<file path="src/hdl/i2cms_pkg.sv">
// Package for the I2C master message sequencer: sizes, codes, payload types.
// No dependencies.
package i2cms_pkg;

    localparam int MAX_MSGS = 8;
    localparam int MAX_LEN  = 64;

    localparam int CUR_W   = 4;
    localparam int CUR_MAX = (1 << CUR_W) - 1;
    localparam int MSG_AW  = (MAX_MSGS > 1) ? $clog2(MAX_MSGS) : 1;
    localparam int POS_AW  = (MAX_LEN > 1) ? $clog2(MAX_LEN) : 1;
    localparam int LEN_W   = $clog2(MAX_LEN + 1);
    localparam int CNT_W   = $clog2(MAX_MSGS + 1);
    localparam int CMP_W   = (CNT_W > CUR_W) ? CNT_W : CUR_W;
    localparam int DESC_W  = 7 + 1 + LEN_W;
    localparam int SEND_DEPTH = MAX_MSGS * MAX_LEN;
    localparam int SEND_AW = (SEND_DEPTH > 1) ? $clog2(SEND_DEPTH) : 1;

    localparam logic [2:0] REQ_LOAD_DESC = 3'd0;
    localparam logic [2:0] REQ_LOAD_BYTE = 3'd1;
    localparam logic [2:0] REQ_START     = 3'd2;
    localparam logic [2:0] REQ_BYTE_DONE = 3'd3;
    localparam logic [2:0] REQ_COND_DONE = 3'd4;

    localparam logic [2:0] ACT_NONE    = 3'd0;
    localparam logic [2:0] ACT_SEND    = 3'd1;
    localparam logic [2:0] ACT_STOP    = 3'd2;
    localparam logic [2:0] ACT_RESTART = 3'd3;
    localparam logic [2:0] ACT_DONE    = 3'd4;

    localparam logic [1:0] ACK_KEEP = 2'd0;
    localparam logic [1:0] ACK_ACK  = 2'd1;
    localparam logic [1:0] ACK_NACK = 2'd2;

    localparam logic [1:0] DRV_KEEP   = 2'd0;
    localparam logic [1:0] DRV_SERIAL = 2'd1;
    localparam logic [1:0] DRV_HIZ    = 2'd2;

    localparam logic [7:0] CLOCK_OUT_BYTE = 8'hff;

    typedef enum logic [2:0] {
        PH_IDLE,
        PH_ADDR,
        PH_TX,
        PH_RX,
        PH_STOP,
        PH_RESTART,
        PH_DONE
    } phase_t;

    typedef struct packed {
        logic [6:0]       addr;
        logic             rd;
        logic [LEN_W-1:0] len;
    } desc_t;

    typedef struct packed {
        logic [2:0] req_type;
        logic [2:0] desc_index;
        logic [6:0] desc_addr;
        logic       desc_read;
        logic [5:0] desc_length;
        logic [5:0] byte_offset;
        logic [7:0] write_data;
        logic [3:0] msg_total;
        logic       nack_seen;
        logic [7:0] rx_data;
        logic       cond_flag;
    } req_t;

    typedef struct packed {
        logic [2:0] action;
        logic [7:0] tx_byte;
        logic [1:0] ack_ctrl;
        logic [1:0] line_drive;
        logic       rx_valid;
        logic [2:0] rx_msg;
        logic [5:0] rx_offset;
        logic [7:0] rx_byte;
        logic       status;
    } rsp_t;

endpackage

</file>
<file path="src/hdl/i2cms_seq.sv">
// Sequencer control: phase and position registers, per-transaction update logic,
// memory write and prefetch addressing. Depends on i2cms_pkg.
module i2cms_seq (
    input  logic                           clk,
    input  logic                           rst_n,
    input  logic                           accept,
    input  i2cms_pkg::req_t                req,
    input  logic [i2cms_pkg::DESC_W-1:0]   desc_rd_data,
    input  logic [7:0]                     send_rd_data,
    output logic                           desc_we,
    output logic [i2cms_pkg::MSG_AW-1:0]   desc_wr_addr,
    output logic [i2cms_pkg::DESC_W-1:0]   desc_wr_data,
    output logic [i2cms_pkg::MSG_AW-1:0]   desc_rd_addr,
    output logic                           send_we,
    output logic [i2cms_pkg::SEND_AW-1:0]  send_wr_addr,
    output logic [7:0]                     send_wr_data,
    output logic [i2cms_pkg::SEND_AW-1:0]  send_rd_addr,
    output i2cms_pkg::rsp_t                rsp
);

    i2cms_pkg::phase_t              phase_reg, phase_next;
    logic [i2cms_pkg::CUR_W-1:0]    cur_reg, cur_next;
    logic [i2cms_pkg::LEN_W-1:0]    bpos_reg, bpos_next;
    logic                           reading_reg, reading_next;
    logic                           dummy_reg, dummy_next;
    logic                           error_reg, error_next;
    logic [i2cms_pkg::CNT_W-1:0]    count_reg, count_next;

    i2cms_pkg::desc_t               desc;
    i2cms_pkg::desc_t               desc_new;
    logic [i2cms_pkg::LEN_W-1:0]    bp_inc;
    logic [i2cms_pkg::LEN_W-1:0]    bp_rx;
    logic [i2cms_pkg::CUR_W-1:0]    cur_adv;
    logic                           adv_stop;
    logic                           do_adv;

    always_ff @(posedge clk or negedge rst_n)
    begin
        if (!rst_n)
        begin
            phase_reg   <= i2cms_pkg::PH_IDLE;
            cur_reg     <= '0;
            bpos_reg    <= '0;
            reading_reg <= 1'b0;
            dummy_reg   <= 1'b0;
            error_reg   <= 1'b0;
            count_reg   <= '0;
        end
        else
        begin
            phase_reg   <= phase_next;
            cur_reg     <= cur_next;
            bpos_reg    <= bpos_next;
            reading_reg <= reading_next;
            dummy_reg   <= dummy_next;
            error_reg   <= error_next;
            count_reg   <= count_next;
        end
    end

    // descriptor of the current message; slots past the table read as zero
    always_comb
    begin
        desc = i2cms_pkg::desc_t'(desc_rd_data);
        if (phase_reg != i2cms_pkg::PH_IDLE && phase_reg != i2cms_pkg::PH_DONE &&
            int'(cur_reg) >= i2cms_pkg::MAX_MSGS)
        begin
            desc = '0;
        end
    end

    assign bp_inc  = bpos_reg + 1'b1;
    assign bp_rx   = (bpos_reg < desc.len) ? bp_inc : bpos_reg;
    assign cur_adv = (int'(cur_reg) < i2cms_pkg::CUR_MAX) ? cur_reg + 1'b1 : cur_reg;
    assign adv_stop = i2cms_pkg::CMP_W'(cur_adv) >= i2cms_pkg::CMP_W'(count_reg);

    always_comb
    begin
        desc_new.addr = req.desc_addr;
        desc_new.rd   = req.desc_read;
        desc_new.len  = (int'(req.desc_length) > i2cms_pkg::MAX_LEN) ?
                        i2cms_pkg::LEN_W'(i2cms_pkg::MAX_LEN) :
                        i2cms_pkg::LEN_W'(req.desc_length);
    end

    assign desc_wr_addr = i2cms_pkg::MSG_AW'(req.desc_index);
    assign desc_wr_data = desc_new;
    assign send_wr_data = req.write_data;
    assign send_wr_addr = i2cms_pkg::SEND_AW'(
        int'(i2cms_pkg::MSG_AW'(req.desc_index)) * i2cms_pkg::MAX_LEN +
        int'(i2cms_pkg::POS_AW'(req.byte_offset)));

    always_comb
    begin
        phase_next   = phase_reg;
        cur_next     = cur_reg;
        bpos_next    = bpos_reg;
        reading_next = reading_reg;
        dummy_next   = dummy_reg;
        error_next   = error_reg;
        count_next   = count_reg;
        rsp          = '0;
        desc_we      = 1'b0;
        send_we      = 1'b0;
        do_adv       = 1'b0;

        if (accept)
        begin
            unique case (req.req_type)
                i2cms_pkg::REQ_LOAD_DESC:
                begin
                    desc_we = int'(req.desc_index) < i2cms_pkg::MAX_MSGS;
                end
                i2cms_pkg::REQ_LOAD_BYTE:
                begin
                    send_we = (int'(req.desc_index) < i2cms_pkg::MAX_MSGS) &&
                              (int'(req.byte_offset) < i2cms_pkg::MAX_LEN);
                end
                i2cms_pkg::REQ_START:
                begin
                    if (phase_reg == i2cms_pkg::PH_IDLE || phase_reg == i2cms_pkg::PH_DONE)
                    begin
                        count_next   = (int'(req.msg_total) > i2cms_pkg::MAX_MSGS) ?
                                       i2cms_pkg::CNT_W'(i2cms_pkg::MAX_MSGS) :
                                       i2cms_pkg::CNT_W'(req.msg_total);
                        cur_next     = '0;
                        bpos_next    = '0;
                        error_next   = 1'b0;
                        reading_next = desc.rd;
                        dummy_next   = desc.rd;
                        if (req.msg_total == '0)
                        begin
                            phase_next = i2cms_pkg::PH_DONE;
                            rsp.action = i2cms_pkg::ACT_DONE;
                        end
                        else
                        begin
                            phase_next = i2cms_pkg::PH_ADDR;
                        end
                    end
                end
                i2cms_pkg::REQ_BYTE_DONE:
                begin
                    if (phase_reg != i2cms_pkg::PH_IDLE && phase_reg != i2cms_pkg::PH_DONE)
                    begin
                        if (req.nack_seen)
                        begin
                            if (!reading_reg || dummy_reg)
                            begin
                                error_next = 1'b1;
                                phase_next = i2cms_pkg::PH_STOP;
                                rsp.action = i2cms_pkg::ACT_STOP;
                            end
                            else
                            begin
                                if (bpos_reg < desc.len)
                                begin
                                    rsp.rx_valid  = 1'b1;
                                    rsp.rx_msg    = 3'(cur_reg);
                                    rsp.rx_offset = 6'(bpos_reg);
                                    rsp.rx_byte   = req.rx_data;
                                end
                                bpos_next = bp_rx;
                                do_adv    = 1'b1;
                            end
                        end
                        else
                        begin
                            unique case (phase_reg)
                                i2cms_pkg::PH_ADDR, i2cms_pkg::PH_TX:
                                begin
                                    if (phase_reg == i2cms_pkg::PH_ADDR && reading_reg)
                                    begin
                                        rsp.line_drive = i2cms_pkg::DRV_SERIAL;
                                        phase_next     = i2cms_pkg::PH_RX;
                                        rsp.ack_ctrl   = (desc.len > 1) ?
                                                         i2cms_pkg::ACK_ACK :
                                                         i2cms_pkg::ACK_NACK;
                                        dummy_next     = 1'b0;
                                        rsp.action     = i2cms_pkg::ACT_SEND;
                                        rsp.tx_byte    = i2cms_pkg::CLOCK_OUT_BYTE;
                                    end
                                    else
                                    begin
                                        phase_next = i2cms_pkg::PH_TX;
                                        if (bpos_reg < desc.len)
                                        begin
                                            rsp.action  = i2cms_pkg::ACT_SEND;
                                            rsp.tx_byte = send_rd_data;
                                            bpos_next   = bp_inc;
                                        end
                                        else
                                        begin
                                            do_adv = 1'b1;
                                        end
                                    end
                                end
                                i2cms_pkg::PH_RX:
                                begin
                                    if (bpos_reg < desc.len)
                                    begin
                                        rsp.rx_valid  = 1'b1;
                                        rsp.rx_msg    = 3'(cur_reg);
                                        rsp.rx_offset = 6'(bpos_reg);
                                        rsp.rx_byte   = req.rx_data;
                                    end
                                    bpos_next = bp_rx;
                                    if (bp_rx >= desc.len)
                                    begin
                                        do_adv = 1'b1;
                                    end
                                    else
                                    begin
                                        rsp.ack_ctrl = (bp_rx + 1'b1 == desc.len) ?
                                                       i2cms_pkg::ACK_NACK :
                                                       i2cms_pkg::ACK_ACK;
                                        rsp.action   = i2cms_pkg::ACT_SEND;
                                        rsp.tx_byte  = i2cms_pkg::CLOCK_OUT_BYTE;
                                    end
                                end
                                default:
                                begin
                                end
                            endcase
                        end
                    end
                end
                i2cms_pkg::REQ_COND_DONE:
                begin
                    if (req.cond_flag)
                    begin
                        unique case (phase_reg)
                            i2cms_pkg::PH_RESTART:
                            begin
                                reading_next   = desc.rd;
                                dummy_next     = desc.rd;
                                phase_next     = i2cms_pkg::PH_ADDR;
                                rsp.line_drive = i2cms_pkg::DRV_SERIAL;
                                rsp.action     = i2cms_pkg::ACT_SEND;
                                rsp.tx_byte    = {desc.addr, desc.rd};
                            end
                            i2cms_pkg::PH_STOP:
                            begin
                                rsp.line_drive = i2cms_pkg::DRV_HIZ;
                                phase_next     = i2cms_pkg::PH_DONE;
                                rsp.action     = i2cms_pkg::ACT_DONE;
                                rsp.status     = error_reg;
                            end
                            i2cms_pkg::PH_ADDR:
                            begin
                                rsp.line_drive = i2cms_pkg::DRV_SERIAL;
                                rsp.action     = i2cms_pkg::ACT_SEND;
                                rsp.tx_byte    = {desc.addr, reading_reg};
                            end
                            default:
                            begin
                            end
                        endcase
                    end
                end
                default:
                begin
                end
            endcase
        end

        // next message: restart, or stop past the last one
        if (do_adv)
        begin
            cur_next = cur_adv;
            if (adv_stop)
            begin
                phase_next = i2cms_pkg::PH_STOP;
                rsp.action = i2cms_pkg::ACT_STOP;
            end
            else
            begin
                bpos_next    = '0;
                reading_next = 1'b0;
                dummy_next   = 1'b0;
                phase_next   = i2cms_pkg::PH_RESTART;
                rsp.action   = i2cms_pkg::ACT_RESTART;
            end
        end
    end

    // prefetch for the next transaction, addressed by the next state
    always_comb
    begin
        if (phase_next == i2cms_pkg::PH_IDLE || phase_next == i2cms_pkg::PH_DONE)
        begin
            desc_rd_addr = '0;
        end
        else
        begin
            desc_rd_addr = i2cms_pkg::MSG_AW'(cur_next);
        end
        send_rd_addr = i2cms_pkg::SEND_AW'(
            int'(i2cms_pkg::MSG_AW'(cur_next)) * i2cms_pkg::MAX_LEN +
            int'(i2cms_pkg::POS_AW'(bpos_next)));
    end

endmodule

</file>
<file path="config.mk">
export PLATFORM = sky130hd
export DESIGN_NAME = i2cms_seq
export DESIGN_NICKNAME = d
export VERILOG_FILES = /design/src/hdl/i2cms_pkg.sv /design/src/hdl/i2cms_seq.sv
export SDC_FILE = /design/constraint.sdc
export NUM_CORES = 1
export LEC_CHECK = 0
export ABC_AREA = 1
export BUFFER_PORTS_ARGS = -buffer_cell sky130_fd_sc_hd__buf_2
export CORE_MARGIN = 3
export CORE_UTILIZATION = 52
export DETAILED_ROUTE_END_ITERATION = 6
export MAX_ROUTING_LAYER = met4
export PLACE_DENSITY = 0.88
export SYNTH_ARGS = -nofsm -noshare
export SYNTH_HDL_FRONTEND = slang
export SYNTH_SLANG_ARGS = --single-unit
</file>
<file path="constraint.sdc">
create_clock -name clk -period 7.27 [get_ports clk]
set_clock_uncertainty 0.1 [all_clocks]
set_input_delay 0.727 -clock clk [delete_from_list [all_inputs] [get_ports clk]]
set_output_delay 0.727 -clock clk [all_outputs]
set_load 0.1 [all_outputs]
</file>
# == Word level (Yosys, flattened, before mapping) ==
# Cells that the tools add are included.
# Widths: inputs -> output; s select.
# classes
n_eq_ne,17
add_sub_neg,5
mux,102
order_cmp,7
n_reduce_logical,21
# op_table
cell,count
$mux 18,5
$mux 7,9
$mux 3,13
$mux 1,38
$mux 34,1
$mux 33,1
$pmux 8 s2,2
$mux 4,7
$pmux 7 s2,2
$mux 11,2
$pmux 11 s2,1
$add 9x6->9,2
$mux 9,2
$pmux 3 s3,2
$eq 3x3->1 const B,5
$mux 15,1
$add 7x1->7 const B,2
$mux 2,7
$eq 3x2->1 const B,4
$mux 12,1
$pmux 3 s2,2
$logic_not 3->1,3
$ne 2x2->1 const B,4
$pmux 2 s2,2
other kinds (22),34
# totals
ff_bits,21

# == Longest topological paths before layout ==
# Gate-level depths: netlist of run 1.
# logic_depth
word_depth,17
depth_mapped,30
ltp_nobuf,28

# == Worst setup path after synthesis of run 1 ==
# Ideal clock, no wire load.
# synth_path
path_type,reg2out
from,register phase_reg[0]
to,output port rsp[10] (netlist name)
path_stages_with_launch,14
path_slack_ns,1.359
arrival_ns,5.084
path_cell_list,dfrtp_1 nor2_2 nand2_2 nand3_2 buf_2 nand2_1 ha_1 a21oi_1 o21a_1 nand2_8 nor2_1 inv_1 clkbuf_1 nor2_1
# synth_lines
item,line,rtl
start: declaration,i2cms_seq.sv:21,"i2cms_pkg::phase_t phase_reg, phase_next;"
start signal: assignment,i2cms_seq.sv:41,phase_reg <= i2cms_pkg::PH_IDLE;
start signal: assignment,i2cms_seq.sv:51,phase_reg <= phase_next;
end: declaration,i2cms_seq.sv:18,output i2cms_pkg::rsp_t rsp

# == Worst setup path in the final report of run 1 ==
# layout_path
from,register phase_reg[0]
to,output port desc_rd_addr[1] (netlist name)
# layout_between
elab_chain_cells,17
elab_cells_between_ends,45
cone_classes,order compare: 2; eq/ne: 8; mux: 26; reduce/logical: 9
# layout_lines
item,line,rtl
$ne 3x3->1 or $reduce_bool 3->1 (tied branches),"i2cms_seq.sv:65, i2cms_seq.sv:144",
$logic_and 1x1->1,"i2cms_seq.sv:65, i2cms_seq.sv:144",
$logic_and 1x1->1,i2cms_seq.sv:65,if (phase_reg != i2cms_pkg::PH_IDLE && phase_reg != i2cms_pkg::PH_DONE &&
$mux 15,i2cms_seq.sv:65,
$lt 7x7->1,"i2cms_seq.sv:73, i2cms_seq.sv:186",
$mux 7,i2cms_seq.sv:73,assign bp_rx = (bpos_reg < desc.len) ? bp_inc : bpos_reg;
$ge 7x7->1,i2cms_seq.sv:208,if (bp_rx >= desc.len)
$mux 1,i2cms_seq.sv:208,
[2 not listed],--,
$mux 1,i2cms_seq.sv:144,if (phase_reg != i2cms_pkg::PH_IDLE && phase_reg != i2cms_pkg::PH_DONE)
$mux 1,i2cms_seq.sv:109,unique case (req.req_type)
$mux 1,i2cms_seq.sv:107,if (accept)
$mux 3 (*),i2cms_seq.sv:268,if (do_adv)
named net phase_next[0],i2cms_seq.sv:21,
$eq 3x3->1 or $logic_not 3->1 (tied branches),i2cms_seq.sv:290,if (phase_next == i2cms_pkg::PH_IDLE || phase_next == i2cms_pkg::PH_DONE)
$logic_or 1x1->1 (*),i2cms_seq.sv:290,
$mux 3 (*),i2cms_seq.sv:290,
end: declaration,i2cms_seq.sv:13,"output logic [i2cms_pkg::MSG_AW-1:0] desc_rd_addr,"
# The timed path passes the listed nets; every way through them passes the cells marked *. The select of a mux whose other input is x is not followed.

==> run_results.csv, run 1 <==
group,metric,value,unit
floorplan,placeableCoreArea,0.00613,mm²
worst_setup_path,worst_path_most_repeated_cell,"sky130_fd_sc_hd__ha_1",
timing,time_the_worst_path_needs_with_i_o_delays_and_setup,5900,ps
job,cap_viol_max_count,0,
timing,maxClockFrequency,169,MHz
routing,initial_drc_count,295,
final_layout,drive_gt1_share,23.0,%
final_layout,final-seq-area,526,µm²
routing,detail_route.drc_violations,0,
logic_synthesis,ys_ff_latch,21,
worst_setup_path,cp.required,6440,ps
timing,slew_headroom,49.7,%
logic_synthesis,synthDistinctLibCells,45,
power_and_ir_drop,irDropWorstVdd,0.000248,V
placed_design,place.detailed.hpwl,8490,µm
final_layout,area_delta_synth_final,6.48,%
routing,via_per_inst,5.62,
worst_setup_path,crit_type,"reg -> out",
timing,rsz0062_at_grt,"false",
floorplan,die-area,0.00758,mm²
logic_synthesis,ys_async_sr_fraction,100,%
clocking,cts_tree,"done",
logic_synthesis,number_of_synthesized_flops_with_an_enable_pin,0,
worst_setup_path,critical_path.cell_chain,"nor2_2 -> nand2_2 -> nand3_2 -> nand2_1 -> ha_1 -> a21oi_1 -> o21a_1 -> a21boi_2 -> ha_1 -> inv_1 -> ha_1 -> nand4_1 -> o2111ai_1 -> nand2_1 -> nand3_2 -> nand2_4 -> nor3_4 -> inv_2 -> o211ai_2 -> nor2_1 -> a21oi_2 -> buf_2",
placed_design,portBuffers,90,
clocking,numClockSinks,21,
global_route,largest_net_degree_at_the_start_of_global_routing,22,
worst_setup_path,worst_setup_sp,"phase_reg[0]$_DFF_PN0_",
clocking,cts.clk_slew.worst_paths,80,ps
routing,drt-total-wl,10300,µm
timing,setup_tns,0,ps
placed_design,globalplace.congestion,1.02,
worst_setup_path,timing.critical_path.slowest_stage_cell,"sky130_fd_sc_hd__dfrtp_1",
clocking,tritoncts.num_buffers,3,
power_and_ir_drop,tot_pwr,987,µW
worst_setup_path,critical_path_arrival,5080,ps
logic_synthesis,yosys_warnings,0,
final_layout,layout.cells.most_common_list,"sky130_fd_sc_hd__nand2_1, sky130_fd_sc_hd__buf_2, sky130_fd_sc_hd__inv_1",
clocking,postCtsSetupRepairBufs,0,
floorplan,ioPinCount,157,
timing,report.final.slew_viol_count,0,
worst_setup_path,reg_to_reg_critical_path_startpoint,"phase_reg[0]$_DFF_PN0_",
timing,finalSetupViolations,0,
clocking,cts.repair.resized,0,
final_layout,n_antenna_cell,0,
logic_synthesis,synth_area_per_cell,6.22,µm²
clocking,max-clock-path-buffers,2,
timing,layout_worst_path_cycle_share,81.2,%
status,outcome,"completed",
final_layout,fillers,590,
routing,drt_first_pass_iters,5,
floorplan,initial_core_util,55.7,%
global_route,grt_usage,28.2,%
logic_synthesis,ys_dominant_reg_cell,"sky130_fd_sc_hd__dfrtp_1",
clocking,buffer_cell_driving_the_clock_tree_root,"sky130_fd_sc_hd__clkbuf_8",
routing,drtAntennaViolNets,0,
final_layout,layout_commonest_cell,"sky130_fd_sc_hd__nand2_1",
power_and_ir_drop,power.static_leakage,1.91,nW
routing,number_of_vias_after_detailed_routing,3740,
placed_design,pre_cts_slack,1700,ps
timing,slew_at_the_pin_with_the_worst_max_slew_slack,746,ps
logic_synthesis,syn_inst,549,
clocking,clock_latency,260,ps
logic_synthesis,ys_seq_area_share,15.4,%
worst_setup_path,reg2reg_setup_slack,2790,ps
worst_setup_path,critPathLaunchType,"flop",
final_layout,multi_input_gate_area_in_the_final_layout,0.00221,mm²
floorplan,dieWidth,87.1,µm
final_layout,largest_register_ff_count,7,
clocking,cts-hold-fix-buffers,0,
global_route,antenna_found_initial,0,
global_route,grt_overflow,0,
logic_synthesis,syn_area,0.00342,mm²
worst_setup_path,cp-end-kind,"primary output",
hold_path,hold_path_class,"in -> async",
timing,finalWorstSetupSlack,1370,ps
worst_setup_path,timing.rr.end,"bpos_reg[1]$_DFF_PN0_",
logic_synthesis,synth_fp_nets,645,
worst_setup_path,critical_path.endpoint,"desc_rd_addr[1]",
final_layout,nets,688,
global_route,first_global_vias,3581,
global_route,grt_first_pass_wirelength,16800,µm
worst_setup_path,cpPeakStageDelay,440,ps
worst_setup_path,worst-path-max-fanout,11,
floorplan,rows,28,
routing,routed_wire_length_per_instance,15.5,µm
worst_setup_path,rr_worst_depth,20,
timing,hold_violations,0,
floorplan,die_y,87.1,µm
power_and_ir_drop,cellPowerDensity,271,mW/mm²
clocking,htree_num_levels,1,
-- routing by layer --
metal | track usage [%] | wire length, µm | up-vias
met5 | - | 0 | -
met4 | 7.79 | 298 | 0
met3 | 2.93 | 674 | 31
met2 | 48.2 | 5020 | 165
met1 | 35.2 | 4310 | 1691
li1 | - | - | 1853
-- report_power, final --
group / total [mW] / internal [mW] / switching (mW) / leakage (nW)
Sequential: 0.193 / 0.151 / 0.0418 / 0.274
Combinational: 0.717 / 0.193 / 0.524 / 1.61
Clock: 0.0768 / 0.0391 / 0.0378 / 0.0228
-- layout make-up --
| type | instances | area share, % |
|---|---|---|
| Sequential cell | 21 | 14.4 |
| Timing Repair Buffer | 90 | 12.4 |
| Clock buffer | 4 | 1.24 |
| Multi-Input combinational cell | 393 | 60.8 |
| Tap cell | 75 | 2.58 |
| Inverter | 83 | 8.56 |
-- per-stage QoR --
stage	instances	hold WS (ps)	utilization, %	instance area [µm²]
6_report	666	313	59.3	3640
5_1_grt	666	343	59.3	3640
4_1_cts	666	327	59.3	3640
3_5_place_dp	662	415	58.6	3590
3_3_place_gp	662	399	58.6	3590
2_1_floorplan	549	331	-	3420
-- synth_stat cells, drive strengths merged (2+ instances only) --
cell	number	area share (%)
a211oi	3	0.66
a21oi	43	6.4
a221oi	2	0.51
a311oi	2	0.51
a31oi	3	0.55
buf	48	10
clkbuf	4	0.44
dfrtp	21	15
ha	22	8.1
inv	82	9.0
nand2	123	16
nand3	35	5.6
nand4	5	0.92
nor2	60	7.7
nor3	7	1.7
nor4	2	0.37
o2111ai	3	0.77
o21a	2	0.44
o21ai	49	7.3
o221ai	2	0.51
o22ai	9	1.8
o31ai	3	0.66
or2	3	0.55
xnor2	3	0.77
xor2	6	1.5
-- worst min-delay path by stage --
| stage | startpoint | endpoint | slack (ps) | depth (start not counted) |
|---|---|---|---|---|
| final | rst_n | count_reg[1]$_DFFE_PN0P_ | 310 | 1 |
| after detailed placement | count_reg[0]$_DFFE_PN0P_ | count_reg[0]$_DFFE_PN0P_ | 410 | 1 |
| after CTS | rst_n | count_reg[1]$_DFFE_PN0P_ | 330 | 1 |
| after global placement | count_reg[0]$_DFFE_PN0P_ | count_reg[0]$_DFFE_PN0P_ | 400 | 1 |
| after global routing | rst_n | cur_reg[1]$_DFF_PN0_ | 340 | 1 |
| after floorplan | rst_n | bpos_reg[0]$_DFF_PN0_ | 330 | 0 |
-- logic make-up (layout without fill, tap and decap cells) --
family / Yosys count / in the layout / share of synthesized area, %
AND/OR/NAND/NOR: 237 / 237 / 33.2
buffers and inverters: 135 / 177 / 19.9
AO/OA/AOI/OAI: 124 / 124 / 21.1
adder cells (fa/ha/maj): 22 / 22 / 8.06
flip-flops: 21 / 21 / 15.4
XOR/XNOR: 9 / 9 / 2.31
other: 1 / 1 / 0.110
-- worst max-delay path: cells and delay by family (launching register included) --
kind	cells	cell delay, ps
DFF	1	440
adders and majority gates	3	930
buffers and inverters	3	660
AOI/OAI and AO/OA	6	1290
and+or+nand+nor	10	1490
Power figures use the tool's default switching activity.
==> run 2: changes to the inputs <==
--- a/config.mk
+++ b/config.mk
@@ -5,13 +5,13 @@
 export SDC_FILE = /design/constraint.sdc
 export NUM_CORES = 1
 export LEC_CHECK = 0
-export ABC_AREA = 1
+export ABC_AREA = 0
 export BUFFER_PORTS_ARGS = -buffer_cell sky130_fd_sc_hd__buf_2
 export CORE_MARGIN = 3
-export CORE_UTILIZATION = 52
+export CORE_UTILIZATION = 43
 export DETAILED_ROUTE_END_ITERATION = 6
 export MAX_ROUTING_LAYER = met4
-export PLACE_DENSITY = 0.88
+export PLACE_DENSITY = 0.78
 export SYNTH_ARGS = -nofsm -noshare
 export SYNTH_HDL_FRONTEND = slang
 export SYNTH_SLANG_ARGS = --single-unit
==> constraint.sdc (replaced) <==
create_clock -name clk -period 5 [get_ports clk]
set_clock_uncertainty 0.1 [all_clocks]
set_input_delay 0.5 -clock clk [delete_from_list [all_inputs] [get_ports clk]]
set_output_delay 0.5 -clock clk [all_outputs]
set_load 0.1 [all_outputs]
==> run_results.csv, run 2 <==
group,metric,value,unit
final_layout,multi_input_gate_area_in_the_final_layout,0.00298,mm²
worst_setup_path,reg_to_reg_critical_path_startpoint,"phase_reg[1]$_DFF_PN0_",
placed_design,globalplace.congestion,1.07,
worst_setup_path,critical_path.endpoint,"desc_rd_addr[2]",
final_layout,layout.cells.most_common_list,"sky130_fd_sc_hd__buf_4, sky130_fd_sc_hd__buf_2, sky130_fd_sc_hd__nand2_1",
final_layout,finalCoreUtilization,75.5,%
power_and_ir_drop,cellPowerDensity,154,mW/mm²
logic_synthesis,ys_ff_latch,21,
global_route,grt_usage,28.7,%
global_route,antenna_found_initial,1,
floorplan,die_y,92.6,µm
floorplan,placeableCoreArea,0.00702,mm²
worst_setup_path,critical_path_arrival,4970,ps
worst_setup_path,worst_path_most_repeated_cell,"sky130_fd_sc_hd__o21ai_4",
routing,initial_drc_count,551,
logic_synthesis,ys_async_sr_fraction,100,%
timing,rsz0062_at_grt,"true",
global_route,met1_usage,33.3,%
placed_design,pre_cts_slack,-349,ps
final_layout,area_delta_synth_final,64.5,%
logic_synthesis,yosys_warnings,0,
logic_synthesis,synth_area_per_cell,7.13,µm²
logic_synthesis,synth_top_cells_by_area,"sky130_fd_sc_hd__dfrtp_1, sky130_fd_sc_hd__buf_4, sky130_fd_sc_hd__ha_1",
routing,number_of_vias_after_detailed_routing,4130,
logic_synthesis,ys_seq_area_share,16.3,%
power_and_ir_drop,power.static_leakage,2.35,nW
worst_setup_path,timing.rr.end,"bpos_reg[5]$_DFF_PN0_",
timing,slew_headroom,35.1,%
final_layout,layout_commonest_cell,"sky130_fd_sc_hd__buf_4",
status,violated_checks,"setup timing",
placed_design,portBuffers,90,
timing,time_the_worst_path_needs_with_i_o_delays_and_setup,5570,ps
routing,routed_wire_length_per_instance,20.2,µm
timing,finalSetupViolations,23,
timing,slew_at_the_pin_with_the_worst_max_slew_slack,974,ps
routing,drt-total-wl,13400,µm
status,outcome,"complete, but fails checks",
worst_setup_path,worst_setup_sp,"phase_reg[1]$_DFF_PN0_",
logic_synthesis,number_of_synthesized_flops_with_an_enable_pin,0,
worst_setup_path,cpPeakStageDelay,450,ps
worst_setup_path,critical_path.cell_chain,"xor2_4 -> o21ai_4 -> nand2_2 -> ha_4 -> a211o_4 -> a211oi_4 -> a21oi_4 -> inv_4 -> nand4_1 -> xnor2_2 -> ha_1 -> a21oi_2 -> nor2_1 -> a211oi_2 -> buf_4 -> o21ai_4 -> a31oi_4 -> nor2_4 -> a221o_1 -> and3_4 -> o31a_4 -> buf_12",
floorplan,dieWidth,92.6,µm
global_route,grt_util_met2,47.9,%
floorplan,initial_core_util,45.9,%
global_route,grt_util_met3,5.85,%
worst_setup_path,rr_worst_depth,25,
timing,finalWorstSetupSlack,-568,ps
final_layout,largest_register_ff_count,7,
routing,detail_route.drc_violations,0,
timing,maxClockFrequency,180,MHz
worst_setup_path,critical_path_cell_count,22,
logic_synthesis,synth_top_cell_area_share,16.3,%
routing,drtAntennaViolNets,0,
logic_synthesis,syn_inst,452,
floorplan,die-area,0.00857,mm²
final_layout,drive_gt1_share,51.2,%
power_and_ir_drop,tot_pwr,814,µW
global_route,grt_first_pass_wirelength,19400,µm
worst_setup_path,timing.critical_path.slowest_stage_cell,"sky130_fd_sc_hd__dfrtp_2",
clocking,max-clock-path-buffers,2,
logic_synthesis,ys_dominant_reg_cell,"sky130_fd_sc_hd__dfrtp_1",
worst_setup_path,timing.critical_path.buf_inv,3,
worst_setup_path,critPathLaunchType,"flop",
clocking,buffer_cell_driving_the_clock_tree_root,"sky130_fd_sc_hd__clkbuf_8",
worst_setup_path,cp-end-kind,"primary output",
clocking,tritoncts.num_buffers,3,
logic_synthesis,synthTopCellsByCount,"sky130_fd_sc_hd__nand2_1, sky130_fd_sc_hd__buf_4, sky130_fd_sc_hd__nor2_1, sky130_fd_sc_hd__a21oi_1, sky130_fd_sc_hd__o21ai_0",
worst_setup_path,reg2reg_setup_slack,290,ps
worst_setup_path,cp.required,4400,ps
hold_path,hold_path_class,"in -> async",
global_route,first_global_vias,3936,
worst_setup_path,cpLargestDelayFamily,"compound AO/OA/AOI/OAI gates",
global_route,grt_overflow,0,
worst_setup_path,worst-path-max-fanout,5,
clocking,cts.clk_slew.worst_paths,80,ps
logic_synthesis,syn_area,0.00322,mm²
logic_synthesis,synth.most_common_cell,"sky130_fd_sc_hd__nand2_1",
routing,drt_first_pass_iters,5,
final_layout,nets,665,
timing,report.final.slew_viol_count,0,
job,cap_viol_max_count,0,
timing,layout_worst_path_cycle_share,111,%
timing,hold_violations,0,
power_and_ir_drop,irDropWorstVdd,0.000172,V
clocking,numClockSinks,21,
final_layout,fillers,484,
final_layout,final-seq-area,528,µm²
clocking,htree_num_levels,1,
clocking,clock_latency,270,ps
global_route,largest_net_degree_at_the_start_of_global_routing,22,
placed_design,place.detailed.hpwl,8960,µm
logic_synthesis,synth_top_cell_by_area,"sky130_fd_sc_hd__dfrtp_1",
floorplan,rows,30,
logic_synthesis,synthDistinctLibCells,66,
floorplan,ioPinCount,157,
clocking,cts_tree,"done",
logic_synthesis,synth_fp_nets,548,
worst_setup_path,crit_type,"reg -> out",
global_route,gr-max-usage-layer,"met2",
routing,via_per_inst,6.21,
## run 2: kinds of logic after synthesis
logic type / share of synthesized area [%]
AOI/OAI and AO/OA: 25.6
xor gates and xnor gates: 4.19
adders and majority gates: 8.54
buffers and inverters: 14.9
DFF: 16.3
muxes: 1.63
other: 0.116
and+or+nand+nor: 28.7
## run 2: worst min-delay path by stage
stage	slack (ps)	cells after the start	endpoint
after global routing	120	1	cur_reg[1]$_DFF_PN0_
after detailed placement	370	2	count_reg[1]$_DFFE_PN0P_
after CTS	110	1	bpos_reg[4]$_DFF_PN0_
after global placement	370	2	count_reg[1]$_DFFE_PN0P_
after floorplan	100	0	bpos_reg[0]$_DFF_PN0_
final	80	1	cur_reg[1]$_DFF_PN0_
## run 2: where the power goes
part           switching (mW)  internal, mW  total, mW
sequential             0.0224         0.188      0.211
clock                  0.0596        0.0557      0.115
combinational           0.294         0.194      0.488
## run 2: what timing repair did
action | 4_1_cts | 5_1_grt
setup buffers | 27 | 11
resized for setup | 47 | 64
hold buffers | 0 | 0
endpoints found under the setup margin | 25 | 25
gates cloned | 1 | 0
pin swaps | 33 | 43
## run 2: final cells by class
type / instances / share of cell area (%)
clock inverters: 1 / 0.0944
repair buffers: 177 / 29.3
flip-flops and latches: 21 / 9.96
clock buffers: 3 / 0.779
diodes: 1 / 0.0472
multi-input cells: 348 / 56.2
well taps: 96 / 2.27
inverters: 18 / 1.32
## run 2: per-stage QoR
step / instance area (µm²) / TNS (ps) / hold WS [ps] / std cells
4_1_cts: 4930 / -6090 / 108 / 658
6_report: 5300 / -7950 / 83.6 / 665
3_3_place_gp: 4460 / -792 / 365 / 626
2_1_floorplan: 3570 / -4670 / 104 / 452
3_5_place_dp: 4460 / -3140 / 370 / 626
5_1_grt: 5300 / -10070 / 116 / 665
## run 2: metal layers
layer	vias up	wire, µm
li1	1812	-
met1	1923	4830
met2	318	6420
met3	77	1400
met4	0	784
met5	-	0
==> run 3: changes to the inputs <==
--- a/config.mk
+++ b/config.mk
@@ -5,13 +5,13 @@
 export SDC_FILE = /design/constraint.sdc
 export NUM_CORES = 1
 export LEC_CHECK = 0
-export ABC_AREA = 0
+export ABC_AREA = 1
 export BUFFER_PORTS_ARGS = -buffer_cell sky130_fd_sc_hd__buf_2
 export CORE_MARGIN = 3
-export CORE_UTILIZATION = 43
+export CORE_UTILIZATION = 40
 export DETAILED_ROUTE_END_ITERATION = 6
 export MAX_ROUTING_LAYER = met4
-export PLACE_DENSITY = 0.78
+export PLACE_DENSITY = 0.73
 export SYNTH_ARGS = -nofsm -noshare
 export SYNTH_HDL_FRONTEND = slang
 export SYNTH_SLANG_ARGS = --single-unit
==> run_results.csv, run 3 (synthesized netlist as in run 1, its figures left out) <==
group,metric,value,unit
status,outcome,"completed",
worst_setup_path,reg2reg_setup_slack,1150,ps
power_and_ir_drop,tot_pwr,1.72,mW
power_and_ir_drop,irDropWorstVdd,0.000287,V
placed_design,pre_cts_slack,13.2,ps
worst_setup_path,critical_path_cell_count,23,
floorplan,rows,33,
worst_setup_path,critical_path.cell_chain,"nor2_4 -> nand2_2 -> nand3_4 -> nand2_4 -> ha_1 -> a21oi_1 -> o21a_2 -> a21boi_4 -> nand2_1 -> o21ai_2 -> inv_2 -> ha_4 -> nand3_1 -> o2111ai_2 -> nand2_1 -> nand3_2 -> nand2_4 -> buf_4 -> or2_2 -> o31ai_2 -> inv_1 -> nor2_4 -> buf_12",
clocking,cts_tree,"done",
timing,time_the_worst_path_needs_with_i_o_delays_and_setup,4800,ps
floorplan,die-area,0.00969,mm²
final_layout,layout_commonest_cell,"sky130_fd_sc_hd__nand2_1",
routing,route.top_layer_used,"met4",
worst_setup_path,timing.critical_path.buf_inv,4,
final_layout,n_antenna_cell,0,
routing,drtAntennaViolNets,0,
floorplan,die_y,98.4,µm
final_layout,largest_register_ff_count,7,
floorplan,initial_core_util,41.4,%
timing,slew_headroom,32.5,%
worst_setup_path,timing.rr.end,"bpos_reg[4]$_DFF_PN0_",
clocking,tritoncts.num_buffers,3,
power_and_ir_drop,power.static_leakage,2.12,nW
routing,drt_first_pass_iters,5,
routing,routed-wl-met3,837,µm
timing,slew_at_the_pin_with_the_worst_max_slew_slack,1010,ps
worst_setup_path,cp-end-kind,"primary output",
timing,hold_violations,0,
timing,layout_worst_path_cycle_share,96.0,%
routing,drt-total-wl,11200,µm
power_and_ir_drop,netSwitchingPower,977,µW
clocking,htree_num_levels,1,
timing,maxClockFrequency,208,MHz
worst_setup_path,crit_type,"reg -> out",
global_route,grt_first_pass_wirelength,18100,µm
clocking,cts.clk_slew.worst_paths,80,ps
global_route,first_global_vias,3789,
final_layout,area_delta_synth_final,30.2,%
power_and_ir_drop,sw_frac_of_total,56.9,%
worst_setup_path,reg_to_reg_critical_path_startpoint,"phase_reg[1]$_DFF_PN0_",
clocking,numClockSinks,21,
routing,route.met2.wl,5590,µm
routing,via_per_inst,5.50,
global_route,largest_net_degree_at_the_start_of_global_routing,22,
floorplan,dieWidth,98.4,µm
hold_path,hold_path_class,"in -> async",
power_and_ir_drop,share_comb_of_total_power,77.2,%
worst_setup_path,rr_worst_depth,23,
worst_setup_path,worst-path-max-fanout,7,
worst_setup_path,cp.required,4400,ps
placed_design,portBuffers,90,
power_and_ir_drop,cellPowerDensity,386,mW/mm²
global_route,grt_usage,22.9,%
placed_design,place.detailed.hpwl,9260,µm
power_and_ir_drop,cell_internal_pwr,741,µW
worst_setup_path,timing.critical_path.slowest_stage_cell,"sky130_fd_sc_hd__dfrtp_2",
worst_setup_path,critPathLaunchType,"flop",
timing,setup_tns,0,ps
final_layout,layout.cells.most_common_list,"sky130_fd_sc_hd__nand2_1, sky130_fd_sc_hd__inv_1, sky130_fd_sc_hd__buf_2",
final_layout,nets,713,
power_and_ir_drop,clock_share_of_power,6.5,%
clocking,max-clock-path-buffers,2,
power_and_ir_drop,p_seq_share,16.3,%
timing,finalSetupViolations,0,
job,cap_viol_max_count,0,
final_layout,drive_gt1_share,34.3,%
routing,initial_drc_count,238,
global_route,antenna_found_initial,0,
worst_setup_path,cpLargestDelayFamily,"simple AND/OR/NAND/NOR gates",
floorplan,ioPinCount,157,
timing,finalWorstSetupSlack,201,ps
clocking,clock_latency,260,ps
placed_design,globalplace.congestion,0.966,
worst_setup_path,cpPeakStageDelay,440,ps
final_layout,fillers,820,
clocking,buffer_cell_driving_the_clock_tree_root,"sky130_fd_sc_hd__clkbuf_8",
timing,report.final.slew_viol_count,0,
timing,final.hold.worst_slack,90.3,ps
routing,number_of_vias_after_detailed_routing,3963,
routing,detail_route.wirelength.met1,4510,µm
routing,routed_wire_length_per_instance,15.6,µm
floorplan,placeableCoreArea,0.00826,mm²
routing,detail_route.drc_violations,0,
worst_setup_path,critical_path_arrival,4200,ps
global_route,grt_overflow,0,
run 3: per-stage QoR:
stage	utilization (%)	cell area [µm²]	cells
CTS	51.8	4280	714
global placement	50.5	4170	709
finish	53.9	4450	721
detailed placement	50.5	4170	709
global route	53.9	4450	721
floorplan	-	3500	549
run 3: worst max-delay path by stage:
stage | start | to | slack [ps]
2_1_floorplan | phase_reg[0]$_DFF_PN0_ | rsp[10] | -240
3_3_place_gp | phase_reg[0]$_DFF_PN0_ | desc_rd_addr[1] | 220
3_5_place_dp | phase_reg[0]$_DFF_PN0_ | desc_rd_addr[1] | 10
4_1_cts | phase_reg[0]$_DFF_PN0_ | desc_rd_addr[1] | 50
5_1_grt | phase_reg[1]$_DFF_PN0_ | desc_rd_addr[0] | -20
6_report | phase_reg[1]$_DFF_PN0_ | desc_rd_addr[0] | 200
run 3: routing by layer:
layer	global-route usage [%]	vias to the layer above
met1	27.2	1824
met3	4.03	43
li1	-	1903
met5	-	-
met4	6.41	0
met2	39.8	193
run 3: cell type report:
type,instances,area [µm²],area share [%]
Sequential cell,21,528,11.9
Clock buffer,4,45.0,1.01
Multi-Input combinational cell,393,2460,55.3
Tap cell,105,131,2.95
Inverter,83,312,7.00
Timing Repair Buffer,115,972,21.9
run 3: worst register-to-register path: cells and delay by family (launching register included):
kind / cells / cell delay (ps)
buffers and inverters: 4 / 490
adder cells (fa/ha/maj): 2 / 610
AND/OR/NAND/NOR: 12 / 1220
flip-flops: 1 / 440
AO/OA/AOI/OAI: 5 / 870
run 3: what timing repair did:
item,CTS,global route
gates resized for setup,11,27
setup endpoints to repair,19,23
gates cloned,0,0
pin swaps,0,9
hold buffers,0,0
setup buffers,1,7
run 3: power groups by stage:
stage | registers [mW] | clock network [mW] | logic, mW
after floorplan | 0.256 | 0 | 1.01
after global placement | 0.276 | 0 | 1.20
after detailed placement | 0.277 | 0 | 1.22
after CTS | 0.277 | 0.113 | 1.25
after global routing | 0.287 | 0.121 | 1.44
final | 0.280 | 0.111 | 1.33
